==> src/rtl/lct_pkg.sv <==
// Shared types and constants for the max line tree block.
// No dependencies; every other file refers to this package by scoped names.
package lct_pkg;

    localparam int XBITS  = 10;
    localparam int NODES  = 1 << (XBITS + 1);
    localparam int AW     = XBITS + 1;   // node address width
    localparam int IW     = XBITS + 2;   // node index width, top bit flags overflow
    localparam int XW     = 24;
    localparam int PW     = XW + 1;      // evaluation point width
    localparam int MW     = 32;
    localparam int BW     = 48;
    localparam int LW     = MW + PW + 1; // line value width
    localparam int VW     = 61;
    localparam int CIW    = 2;           // config index width

    localparam logic [CIW-1:0] REG_X_LOW  = 2'd0;
    localparam logic [CIW-1:0] REG_X_HIGH = 2'd1;

    localparam logic REQ_ADD   = 1'b0;
    localparam logic REQ_QUERY = 1'b1;

    localparam logic signed [VW-1:0] NEG_VALUE = {1'b1, {(VW-1){1'b0}}};

    typedef struct packed {
        logic                 req_type;
        logic signed [MW-1:0] slope;
        logic signed [BW-1:0] intercept;
        logic signed [XW-1:0] x;
    } req_t;

    typedef struct packed {
        logic signed [VW-1:0] value;
        logic                 out_of_range;
    } result_t;

    typedef struct packed {
        logic load;
        logic clr_start;
        logic clr_step;
        logic eval;
        logic step;
        logic emit;
    } cmd_t;

    typedef struct packed {
        logic clr_last;
        logic skip;
        logic done;
    } status_t;

    // Value of a line at a point.
    function automatic logic signed [LW-1:0] line_at(
        input logic signed [MW-1:0] m,
        input logic signed [BW-1:0] b,
        input logic signed [PW-1:0] px
    );
        logic signed [LW-1:0] p;
        p = LW'(m) * LW'(px);
        return p + LW'(b);
    endfunction

endpackage

==> src/rtl/lct_ctrl.sv <==
// Sequencer for the max line tree: clearing pass, per-level read/eval/decide.
// Depends on lct_pkg for command and status types.
module lct_ctrl (
    input  logic             clk,
    input  logic             rst_n,
    input  logic             start,
    input  logic             cfg_hit,
    input  lct_pkg::status_t status,
    output lct_pkg::cmd_t    cmd,
    output logic             idle
);

    typedef enum logic [2:0] {
        ST_IDLE,
        ST_CLEAR,
        ST_RD,
        ST_EVAL,
        ST_DECIDE
    } state_t;

    state_t state_reg, state_next;

    // Decode commands and next state
    always_comb
    begin
        cmd = '0;
        state_next = state_reg;
        case (state_reg)
            ST_IDLE:
            begin
                if (start)
                begin
                    cmd.load = 1'b1;
                    state_next = ST_RD;
                end
            end
            ST_CLEAR:
            begin
                cmd.clr_step = 1'b1;
                if (status.clr_last)
                    state_next = ST_IDLE;
            end
            ST_RD:
            begin
                if (status.skip)
                begin
                    cmd.emit = 1'b1;
                    state_next = ST_IDLE;
                end
                else
                    state_next = ST_EVAL;
            end
            ST_EVAL:
            begin
                cmd.eval = 1'b1;
                state_next = ST_DECIDE;
            end
            ST_DECIDE:
            begin
                cmd.step = 1'b1;
                if (status.done)
                begin
                    cmd.emit = 1'b1;
                    state_next = ST_IDLE;
                end
                else
                    state_next = ST_RD;
            end
            default:
                state_next = ST_IDLE;
        endcase
        // restart the clearing pass on any range write
        if (cfg_hit)
        begin
            cmd = '0;
            cmd.clr_start = 1'b1;
            state_next = ST_CLEAR;
        end
    end

    assign idle = (state_reg == ST_IDLE);

    // Hold state
    always_ff @(posedge clk or negedge rst_n)
    begin
        if (!rst_n)
            state_reg <= ST_CLEAR;
        else
            state_reg <= state_next;
    end

endmodule

==> config.mk <==
export PLATFORM = sky130hd
export DESIGN_NAME = lct_ctrl
export DESIGN_NICKNAME = d
export VERILOG_FILES = /design/src/rtl/lct_pkg.sv /design/src/rtl/lct_ctrl.sv
export SDC_FILE = /design/constraint.sdc
export NUM_CORES = 1
export LEC_CHECK = 0
export BUFFER_PORTS_ARGS = -buffer_cell sky130_fd_sc_hd__buf_2
export CAP_MARGIN = 20
export CORE_AREA = 2 2 39 41
export CTS_BUF_LIST = sky130_fd_sc_hd__clkbuf_4
export DETAILED_ROUTE_END_ITERATION = 12
export DIE_AREA = 0 0 41 43
export PLACE_DENSITY = 0.48
export SYNTH_ARGS = -nofsm -noshare
export SYNTH_HDL_FRONTEND = slang
export SYNTH_SLANG_ARGS = --single-unit
==> constraint.sdc <==
create_clock -name clk -period 1.47 [get_ports clk]
set_input_delay 0.0735 -clock clk [delete_from_list [all_inputs] [get_ports clk]]
set_output_delay 0.0735 -clock clk [all_outputs]
set_load 0.005 [all_outputs]
==> results of run 1 <==
metrics by stage:
step / cell area, um2 / power (uW) / instances / util [%] / setup slack [ps]
finish: 345 / 306 / 56 / 25.0 / 179
global route: 345 / 329 / 56 / 25.0 / 40.6
CTS: 345 / 313 / 56 / 25.0 / 158
detailed placement: 305 / 146 / 51 / 22.1 / 351
global placement: 305 / 146 / 51 / 22.1 / 369
floorplan: 265 / 131 / 27 / - / 424
power groups by stage:
| stage | registers (uW) | logic [uW] | clock network, uW |
|---|---|---|---|
| after global placement | 101 | 44.7 | 0 |
| after global routing | 102 | 51.1 | 175 |
| after floorplan | 92.5 | 38.7 | 0 |
| final | 100 | 45.2 | 160 |
| after CTS | 101 | 46.2 | 166 |
| after detailed placement | 102 | 43.9 | 0 |
placed cells by master, fill, tap and decap left out:
master         instances
dlygate4sd3_1          1
and3_2                 2
nor4b_4                1
nor4b_1                3
dfrtp_1                2
nor2_1                 3
and3_1                 1
nor2b_1                2
nor3_1                 1
nand3b_1               2
or3_1                  1
buf_2                 13
o311a_1                1
a21boi_0               1
dfstp_2                1
o21ai_0                1
clkbuf_4               4
worst max-delay path: cells and delay by family, from the launching register on:
| kind | cells | cell delay (ps) |
|---|---|---|
| DFF | 1 | 490 |
| buffers and inverters | 1 | 130 |
| AOI/OAI and AO/OA | 1 | 150 |
| and+or+nand+nor | 1 | 210 |
cells by family (layout without fill, tap and decap cells):
| logic type | after synthesis | count (layout) | synth area share (%) |
|---|---|---|---|
| and+or+nand+nor | 16 | 16 | 45.8 |
| buffers and inverters | 5 | 18 | 17.0 |
| DFF | 3 | 3 | 28.8 |
| AOI/OAI and AO/OA | 3 | 3 | 8.49 |
final cells by class:
type | instances | area share [%]
multi-input combinational | 19 | 41.7
tap | 16 | 5.80
sequential | 3 | 22.1
timing repair buffer | 14 | 21.7
clock buffer | 4 | 8.70
metal layers:
layer  vias to the layer above  part of all wire, %  track usage, %
met2                         4                   53            10.9
met4                         0                    0            6.00
li1                        121                    -               -
met3                         0                  3.4            1.57
met5                         -                    0               0
met1                       106                   44            9.74
path summary, 6_finish.rpt:
| check | start | to | slack (ps) |
|---|---|---|---|
| worst min-delay path | cfg_hit | state_reg[0]$_DFFE_PN1P_ | 120 |
| min in group asynchronous | rst_n | state_reg[1]$_DFFE_PN0P_ | 170 |
| worst max register to register | state_reg[2]$_DFFE_PN0P_ | state_reg[1]$_DFFE_PN0P_ | 360 |
| worst max-delay path | state_reg[1]$_DFFE_PN0P_ | cmd[0] | 180 |
| max in group asynchronous | rst_n | state_reg[0]$_DFFE_PN1P_ | 1110 |
| worst min register to register | state_reg[0]$_DFFE_PN1P_ | state_reg[2]$_DFFE_PN0P_ | 640 |
what timing repair did:
action,CTS,global route
buffers inserted,0,0
hold endpoints to repair,3,0
hold buffers,1,0
==> results.sh, run 1 <==
export IMPL_firstDrtPassIters=2
export IMPL_grt_pass1_wl_um=938
export IMPL_wire_per_inst_um=9.39
export IMPL_clock_latency_ps=230
export IMPL_crit_path_end_kind="output pin"
export IMPL_synthToLayoutAreaGrowth_pct=30.2
export IMPL_period_share_pct=87.8
export IMPL_fmaxAchievable_mhz=775
export IMPL_syn_avg_cell_area_um2=9.82
export IMPL_ir_worst_vdd_mv=0.259
export IMPL_grt_overflow=0
export IMPL_layout_drive_gt1_share_pct=52.5
export IMPL_row_count=14
export IMPL_yosys_warnings=0
export IMPL_drt_wl_total_um=526
export IMPL_critical_path_required_ps=1400
export IMPL_drtIter0Drc=7
export IMPL_worstSetupPathType="flop to output pin"
export IMPL_fp_dieW_um=41
export IMPL_grt_max_degree=13
export IMPL_worst_slew_pin_slew_ps=356
export IMPL_htreeDepth=1
export IMPL_yosysTopAreaCellShare_pct=18.9
export IMPL_fillers=162
export IMPL_cts_tree="yes"
export IMPL_multiInputGateArea_um2=144
export IMPL_final_setup_viol_count=0
export IMPL_synth_ff_type="dfrtp_1"
export IMPL_period_needed_ps=1290
export IMPL_slowest_delay_ps=490
export IMPL_worstPathCellList="nand3b_1, a21boi_0, buf_2"
export IMPL_antenna_left=0
export IMPL_fin_nets=48
export IMPL_synth_seq_cells=3
export IMPL_clock_root_buffer="clkbuf_4"
export IMPL_clockBufferDepth=2
export IMPL_ctsResizeCount=0
export IMPL_seqCellArea_um2=76.3
export IMPL_netlist_area_um2=265
export IMPL_r2r_cells=2
export IMPL_yosysTopAreaCell="dfrtp_1"
export IMPL_dr_total_vias=231
export IMPL_synth_top_cells_by_count="3 x buf_4, 3 x nor2_1, 3 x nor4b_1"
export IMPL_synth_distinct_cells=16
export IMPL_cts_sinks=3
export IMPL_finalHoldViolCount=0
export IMPL_grtUsageTotal_pct=7.75
export IMPL_critical_path_slowest_cell="dfrtp_1"
export IMPL_maxCapViolations=0
export IMPL_synth_edff_count=0
export IMPL_grt_pass1_vias=254
export IMPL_ios=14
export IMPL_start_util_pct=19.2
export IMPL_cts_made_buffers=3
export IMPL_rsz0062_at_grt="no"
export IMPL_seqPwrFrac_pct=32.8
export IMPL_antenna_diode_count=0
export IMPL_fin_tns_setup_ps=0
export IMPL_viasPerCell=4.13
export IMPL_arrival_ps=1220
export IMPL_clkPwrFrac_pct=52.4
export IMPL_max_slew_margin_rel_pct=76.2
export IMPL_antenna_found_initial=0
export IMPL_largest_reg_flops=3
export IMPL_ys_seq_area_share_pct=28.8
export IMPL_gp_congestion=0.667
export IMPL_internal_power_uw=237
export IMPL_cp_start_kind="flop"
export IMPL_synth_async_sr_flop_share_pct=100
export IMPL_p_switching_uw=68.8
export IMPL_leakage_uw=0.000174
export IMPL_dieArea_mm2=0.00176
export IMPL_synth_area_leaders="dfrtp_1 19%, dfstp_2 9.9%, nor4b_1 9.9%"
export IMPL_syn_num_nets=34
export IMPL_status="finished, final reports clean"
export IMPL_clkSlewWorstSetupHoldPaths_ps=40
export IMPL_path_max_fanout=12
export IMPL_syn_inst=27
export IMPL_drc=0
export IMPL_holdPathStages=2
export IMPL_final_max_slew_viol_count=0
export IMPL_swShare_pct=22.5
export IMPL_fin_skew_ps=1.58
export IMPL_dieHeight_um=43
export IMPL_cellPowerDensity_mw_per_mm2=886
export IMPL_comb_power_share_pct=14.8
export IMPL_hpwl_um=397
export IMPL_core_mm2=0.00138
export IMPL_hold_class="primary input to flop"
export IMPL_port_buffers=13
export IMPL_hold_ws_ps=124
Power figures use the tool's default switching activity.
==> inputs of run 2 (changes only) <==
--- a/config.mk
+++ b/config.mk
@@ -11,6 +11,7 @@
 export CTS_BUF_LIST = sky130_fd_sc_hd__clkbuf_4
 export DETAILED_ROUTE_END_ITERATION = 12
 export DIE_AREA = 0 0 41 43
+export GPL_TIMING_DRIVEN = 0
 export PLACE_DENSITY = 0.48
 export SYNTH_ARGS = -nofsm -noshare
 export SYNTH_HDL_FRONTEND = slang
==> run 2 against run 1 <==
  * Fmax shrank 4.1%
  * Core utilization increased by 3.3 points
  * Flip-flop and latch count stayed put
  * Global-route usage rose by 0.39 points
  * Combinational power up 44%
  * Critical path depth increased by 2
  * Cell count up 8.9%
  * Sequential power fell by 8%
  * Sequential share of layout area shrank 2.6 points
  * Via count grew 11%
  * Clock skew rose by 4.3 ps
  * Cell area rose by 13%
  * Critical path type unchanged
  * Largest cell class unchanged
==> results.sh, run 2 (same netlist as run 1, synthesis figures left out) <==
export IMPL_fmaxAchievable_mhz=743
export IMPL_slowest_delay_ps=380
export IMPL_arrival_ps=1270
export IMPL_rsz0062_at_grt="no"
export IMPL_path_max_fanout=10
export IMPL_worst_slew_pin_slew_ps=231
export IMPL_final_setup_viol_count=0
export IMPL_ctsResizeCount=0
export IMPL_finalHoldViolCount=0
export IMPL_leakage_uw=0.000201
export IMPL_dieArea_mm2=0.00176
export IMPL_dr_total_vias=256
export IMPL_drt_wl_total_um=566
export IMPL_fin_tns_setup_ps=0
export IMPL_row_count=14
export IMPL_drtIter0Drc=6
export IMPL_grtUsageTotal_pct=8.15
export IMPL_clkSlewWorstSetupHoldPaths_ps=40
export IMPL_antenna_left=0
export IMPL_maxCapViolations=0
export IMPL_hold_class="primary input to flop"
export IMPL_status="finished, final reports clean"
export IMPL_core_mm2=0.00138
export IMPL_fin_nets=53
export IMPL_period_needed_ps=1350
export IMPL_fp_dieW_um=41
export IMPL_port_buffers=13
export IMPL_antenna_found_initial=0
export IMPL_clock_root_buffer="clkbuf_4"
export IMPL_clock_latency_ps=250
export IMPL_worstPathCellList="buf_6, nor2_1, and3_2, buf_4, buf_2"
export IMPL_dieHeight_um=43
export IMPL_final_common_cell="buf_2"
export IMPL_critical_path_required_ps=1400
export IMPL_grt_pass1_wl_um=869
export IMPL_clockBufferDepth=2
export IMPL_final_max_slew_viol_count=0
export IMPL_synthToLayoutAreaGrowth_pct=47.2
export IMPL_ir_worst_vdd_mv=0.240
export IMPL_period_share_pct=91.6
export IMPL_fin_skew_ps=5.86
export IMPL_cts_tree="yes"
export IMPL_start_util_pct=19.2
export IMPL_max_slew_margin_rel_pct=84.4
export IMPL_cp_depth=5
export IMPL_viasPerCell=4.20
export IMPL_cts_setup_buffers=0
export IMPL_cp_start_kind="flop"
export IMPL_place_inst=56
export IMPL_holdPathStages=2
export IMPL_critical_path_slowest_cell="dfrtp_1"
export IMPL_cellPowerDensity_mw_per_mm2=847
export IMPL_r2r_cells=3
export IMPL_antenna_diode_count=0
export IMPL_crit_path_end_kind="output pin"
export IMPL_cp_num_buf_inv=3
export IMPL_cts_sinks=3
export IMPL_largest_reg_flops=3
export IMPL_hold_buffers=1
export IMPL_grt_pass1_vias=210
export IMPL_firstDrtPassIters=4
export IMPL_drc=0
export IMPL_layout_drive_gt1_share_pct=57.8
export IMPL_hp_start="cfg_hit"
export IMPL_grt_overflow=0
export IMPL_layout_common_cells="13 x buf_2, 4 x clkbuf_4, 3 x buf_4, 3 x nor4b_1, 3 x nor2_1"
export IMPL_wire_per_inst_um=9.28
export IMPL_htreeDepth=1
export IMPL_grt_max_degree=11
export IMPL_gp_congestion=0.677
export IMPL_worstSetupStartpoint="state_reg[2]$_DFFE_PN0P_"
export IMPL_worstSetupPathType="flop to output pin"
export IMPL_r2r_start="state_reg[2]$_DFFE_PN0P_"
export IMPL_ios=14
export IMPL_critPathTopFamily="flip-flops"
export IMPL_fin_cells=61
export IMPL_cts_made_buffers=3
-- run 2: routing by layer --
metal  share of wire (%)  global-route usage [%]
met1                  42                    9.71
met4                 2.1                    10.0
met2                  50                    9.38
met3                 6.4                    3.14
met5                   0                       0
-- run 2: power by group --
| group | switching [uW] | internal, uW |
|---|---|---|
| clock network | 53.0 | 121 |
| logic | 27.5 | 37.6 |
| registers | 2.92 | 88.9 |
-- run 2: stage by stage --
step                setup WS, ps  util [%]  instance area, um2  power, uW  hold WS, ps
floorplan                    424         -                 265        131         -222
global placement             361      25.3                 350        157         -130
detailed placement           378      25.3                 350        156         -128
CTS                          122      28.2                 390        332          116
global route                24.4      28.2                 390        343          130
finish                       124      28.2                 390        331          111
-- run 2: cell type report --
class / count / area, um2
buffer: 5 / 45.0
clock buffer: 4 / 30.0
fill: 147 / 993
multi-input combinational: 19 / 144
sequential: 3 / 76.3
tap: 16 / 20.0
timing repair buffer: 14 / 75.1
-- run 2: final timing paths --
check	end	slack [ps]
worst max-delay path	cmd[2]	120
worst min-delay path	state_reg[0]$_DFFE_PN1P_	110
worst max register to register	state_reg[1]$_DFFE_PN0P_	390
worst min register to register	state_reg[1]$_DFFE_PN0P_	700
max in group asynchronous	state_reg[0]$_DFFE_PN1P_	1130
min in group asynchronous	state_reg[1]$_DFFE_PN0P_	150
==> inputs of run 3 (changes only) <==
--- a/config.mk
+++ b/config.mk
@@ -12,7 +12,7 @@
 export DETAILED_ROUTE_END_ITERATION = 12
 export DIE_AREA = 0 0 41 43
 export GPL_TIMING_DRIVEN = 0
-export PLACE_DENSITY = 0.48
+export PLACE_DENSITY = 0.45
 export SYNTH_ARGS = -nofsm -noshare
 export SYNTH_HDL_FRONTEND = slang
 export SYNTH_SLANG_ARGS = --single-unit
==> constraint.sdc (replaced) <==
create_clock -name clk -period 1.47 [get_ports clk]
set_input_delay 0.0735 -clock clk [delete_from_list [all_inputs] [get_ports clk]]
set_output_delay 0.0735 -clock clk [all_outputs]
set_load 0.02 [all_outputs]
==> run 3 against run 2 <==
  * Register-to-register slack about the same
  * Die area unchanged
  * Count of clock-buffer cells in the layout unchanged
  * Global-route usage increased by 0.29 points
  * Critical endpoint unchanged
  * Largest cell class unchanged
  * Largest power group unchanged
==> results.sh, run 3 (same netlist as run 1, synthesis figures left out) <==
export IMPL_rsz0062_at_grt="no"
export IMPL_cts_tree="yes"
export IMPL_ios=14
export IMPL_pre_cts_slack_ps=315
export IMPL_leakage_uw=0.000204
export IMPL_max_slew_margin_rel_pct=85.2
export IMPL_cp_start_kind="flop"
export IMPL_dieHeight_um=43
export IMPL_dr_total_vias=256
export IMPL_antenna_diode_count=0
export IMPL_timing_final_ws_setup_ps=99.3
export IMPL_met3_usage_pct=6.81
export IMPL_clock_root_buffer="clkbuf_4"
export IMPL_period_share_pct=93.2
export IMPL_fin_skew_ps=3.58
export IMPL_row_count=14
export IMPL_grtUsageTotal_pct=8.44
export IMPL_ir_worst_vdd_mv=0.520
export IMPL_path_max_fanout=10
export IMPL_synthToLayoutAreaGrowth_pct=51.9
export IMPL_cellPowerDensity_mw_per_mm2=819
export IMPL_fin_nets=53
export IMPL_finalHoldViolCount=0
export IMPL_clock_latency_ps=230
export IMPL_met1_usage_pct=9.68
export IMPL_firstDrtPassIters=2
export IMPL_grt_overflow=0
export IMPL_fillers=147
export IMPL_status="finished, final reports clean"
export IMPL_worst_slew_pin_slew_ps=219
export IMPL_clockBufferDepth=2
export IMPL_place_inst=56
export IMPL_htreeDepth=1
export IMPL_cts_made_buffers=3
export IMPL_ff2ff_setup_slack_ps=390
export IMPL_antenna_found_initial=0
export IMPL_fin_cells=61
export IMPL_arrival_ps=1300
export IMPL_grt_pass1_wl_um=938
export IMPL_fin_util_pct=29.1
export IMPL_largest_reg_flops=3
export IMPL_fin_area_um2=403
export IMPL_drc=0
export IMPL_start_util_pct=19.2
export IMPL_dpl_cell_area_um2=350
export IMPL_hold_class="primary input to flop"
export IMPL_antenna_left=0
export IMPL_dieArea_mm2=0.00176
export IMPL_final_max_slew_viol_count=0
export IMPL_layout_drive_gt1_share_pct=62.2
export IMPL_fin_tns_setup_ps=0
export IMPL_drtIter0Drc=1
export IMPL_core_mm2=0.00138
export IMPL_clkSlewWorstSetupHoldPaths_ps=40
export IMPL_maxCapViolations=0
export IMPL_crit_path_end_kind="output pin"
export IMPL_fmaxAchievable_mhz=730
export IMPL_wire_per_inst_um=9.39
export IMPL_final_setup_viol_count=0
export IMPL_grt_max_degree=11
export IMPL_hpwl_um=448
export IMPL_period_needed_ps=1370
export IMPL_critical_path_required_ps=1400
export IMPL_gp_congestion=0.676
export IMPL_viasPerCell=4.20
export IMPL_final_common_cell="buf_2"
export IMPL_cts_sinks=3
export IMPL_drt_wl_total_um=573
export IMPL_gr_usage_met2_pct=10.0
export IMPL_fp_dieW_um=41
export IMPL_grt_pass1_vias=231
export IMPL_grt_busiest_layer="met2"
export IMPL_worstSetupPathType="flop to output pin"
export IMPL_layout_common_cells="13 x buf_2, 4 x clkbuf_4, 3 x buf_4, 3 x nor2_1"
export IMPL_port_buffers=13
## run 3: critical path, stage by stage (launching register included)
cell	delay, ps
dfrtp_1	380
buf_6	150
nor2_1	120
and3_2	180
buf_4	90
buf_2	150
## run 3: metrics by stage
stage	power (uW)	hold WS [ps]
finish	330	160
global route	356	166
CTS	338	127
detailed placement	167	-129
global placement	168	-129
floorplan	142	-222
## run 3: final timing paths
check | startpoint | depth (start not counted) | endpoint
min in group asynchronous | rst_n | 2 | state_reg[2]$_DFFE_PN0P_
max in group asynchronous | rst_n | 2 | state_reg[0]$_DFFE_PN1P_
worst min register to register | state_reg[2]$_DFFE_PN0P_ | 2 | state_reg[1]$_DFFE_PN0P_
worst max register to register | state_reg[2]$_DFFE_PN0P_ | 3 | state_reg[1]$_DFFE_PN0P_
worst min-delay path | cfg_hit | 2 | state_reg[0]$_DFFE_PN1P_
worst max-delay path | state_reg[2]$_DFFE_PN0P_ | 5 | cmd[2]
## run 3: final cells by class
cell class	count	area, um2	area share [%]
sequential	3	76.3	18.9
buffer	5	45.0	11.2
multi-input combinational	19	156	38.8
timing repair buffer	14	75.1	18.6
tap	16	20.0	4.97
clock buffer	4	30.0	7.45
## run 3: metal layers
layer	vias to the layer above	part of all wire, %	wire [um]
li1	134	-	-
met1	115	42	242
met2	7	51	291
met3	0	6.8	39
met4	0	0	0
met5	-	0	0
## run 3: where the power goes
part,total [uW],switching (uW),leakage (uW),internal (uW)
clock network,160,39.9,0.0000184,120
registers,92.1,3.01,0.0000380,89.0
logic,78.2,39.1,0.000148,39.1
total,330,82.0,0.000204,248
## run 3: timing repair
action	CTS	global route
endpoints found under the setup margin	0	2
buffers inserted	0	0
endpoints found under the hold margin	3	0
hold buffers	1	0
resized for setup	0	2
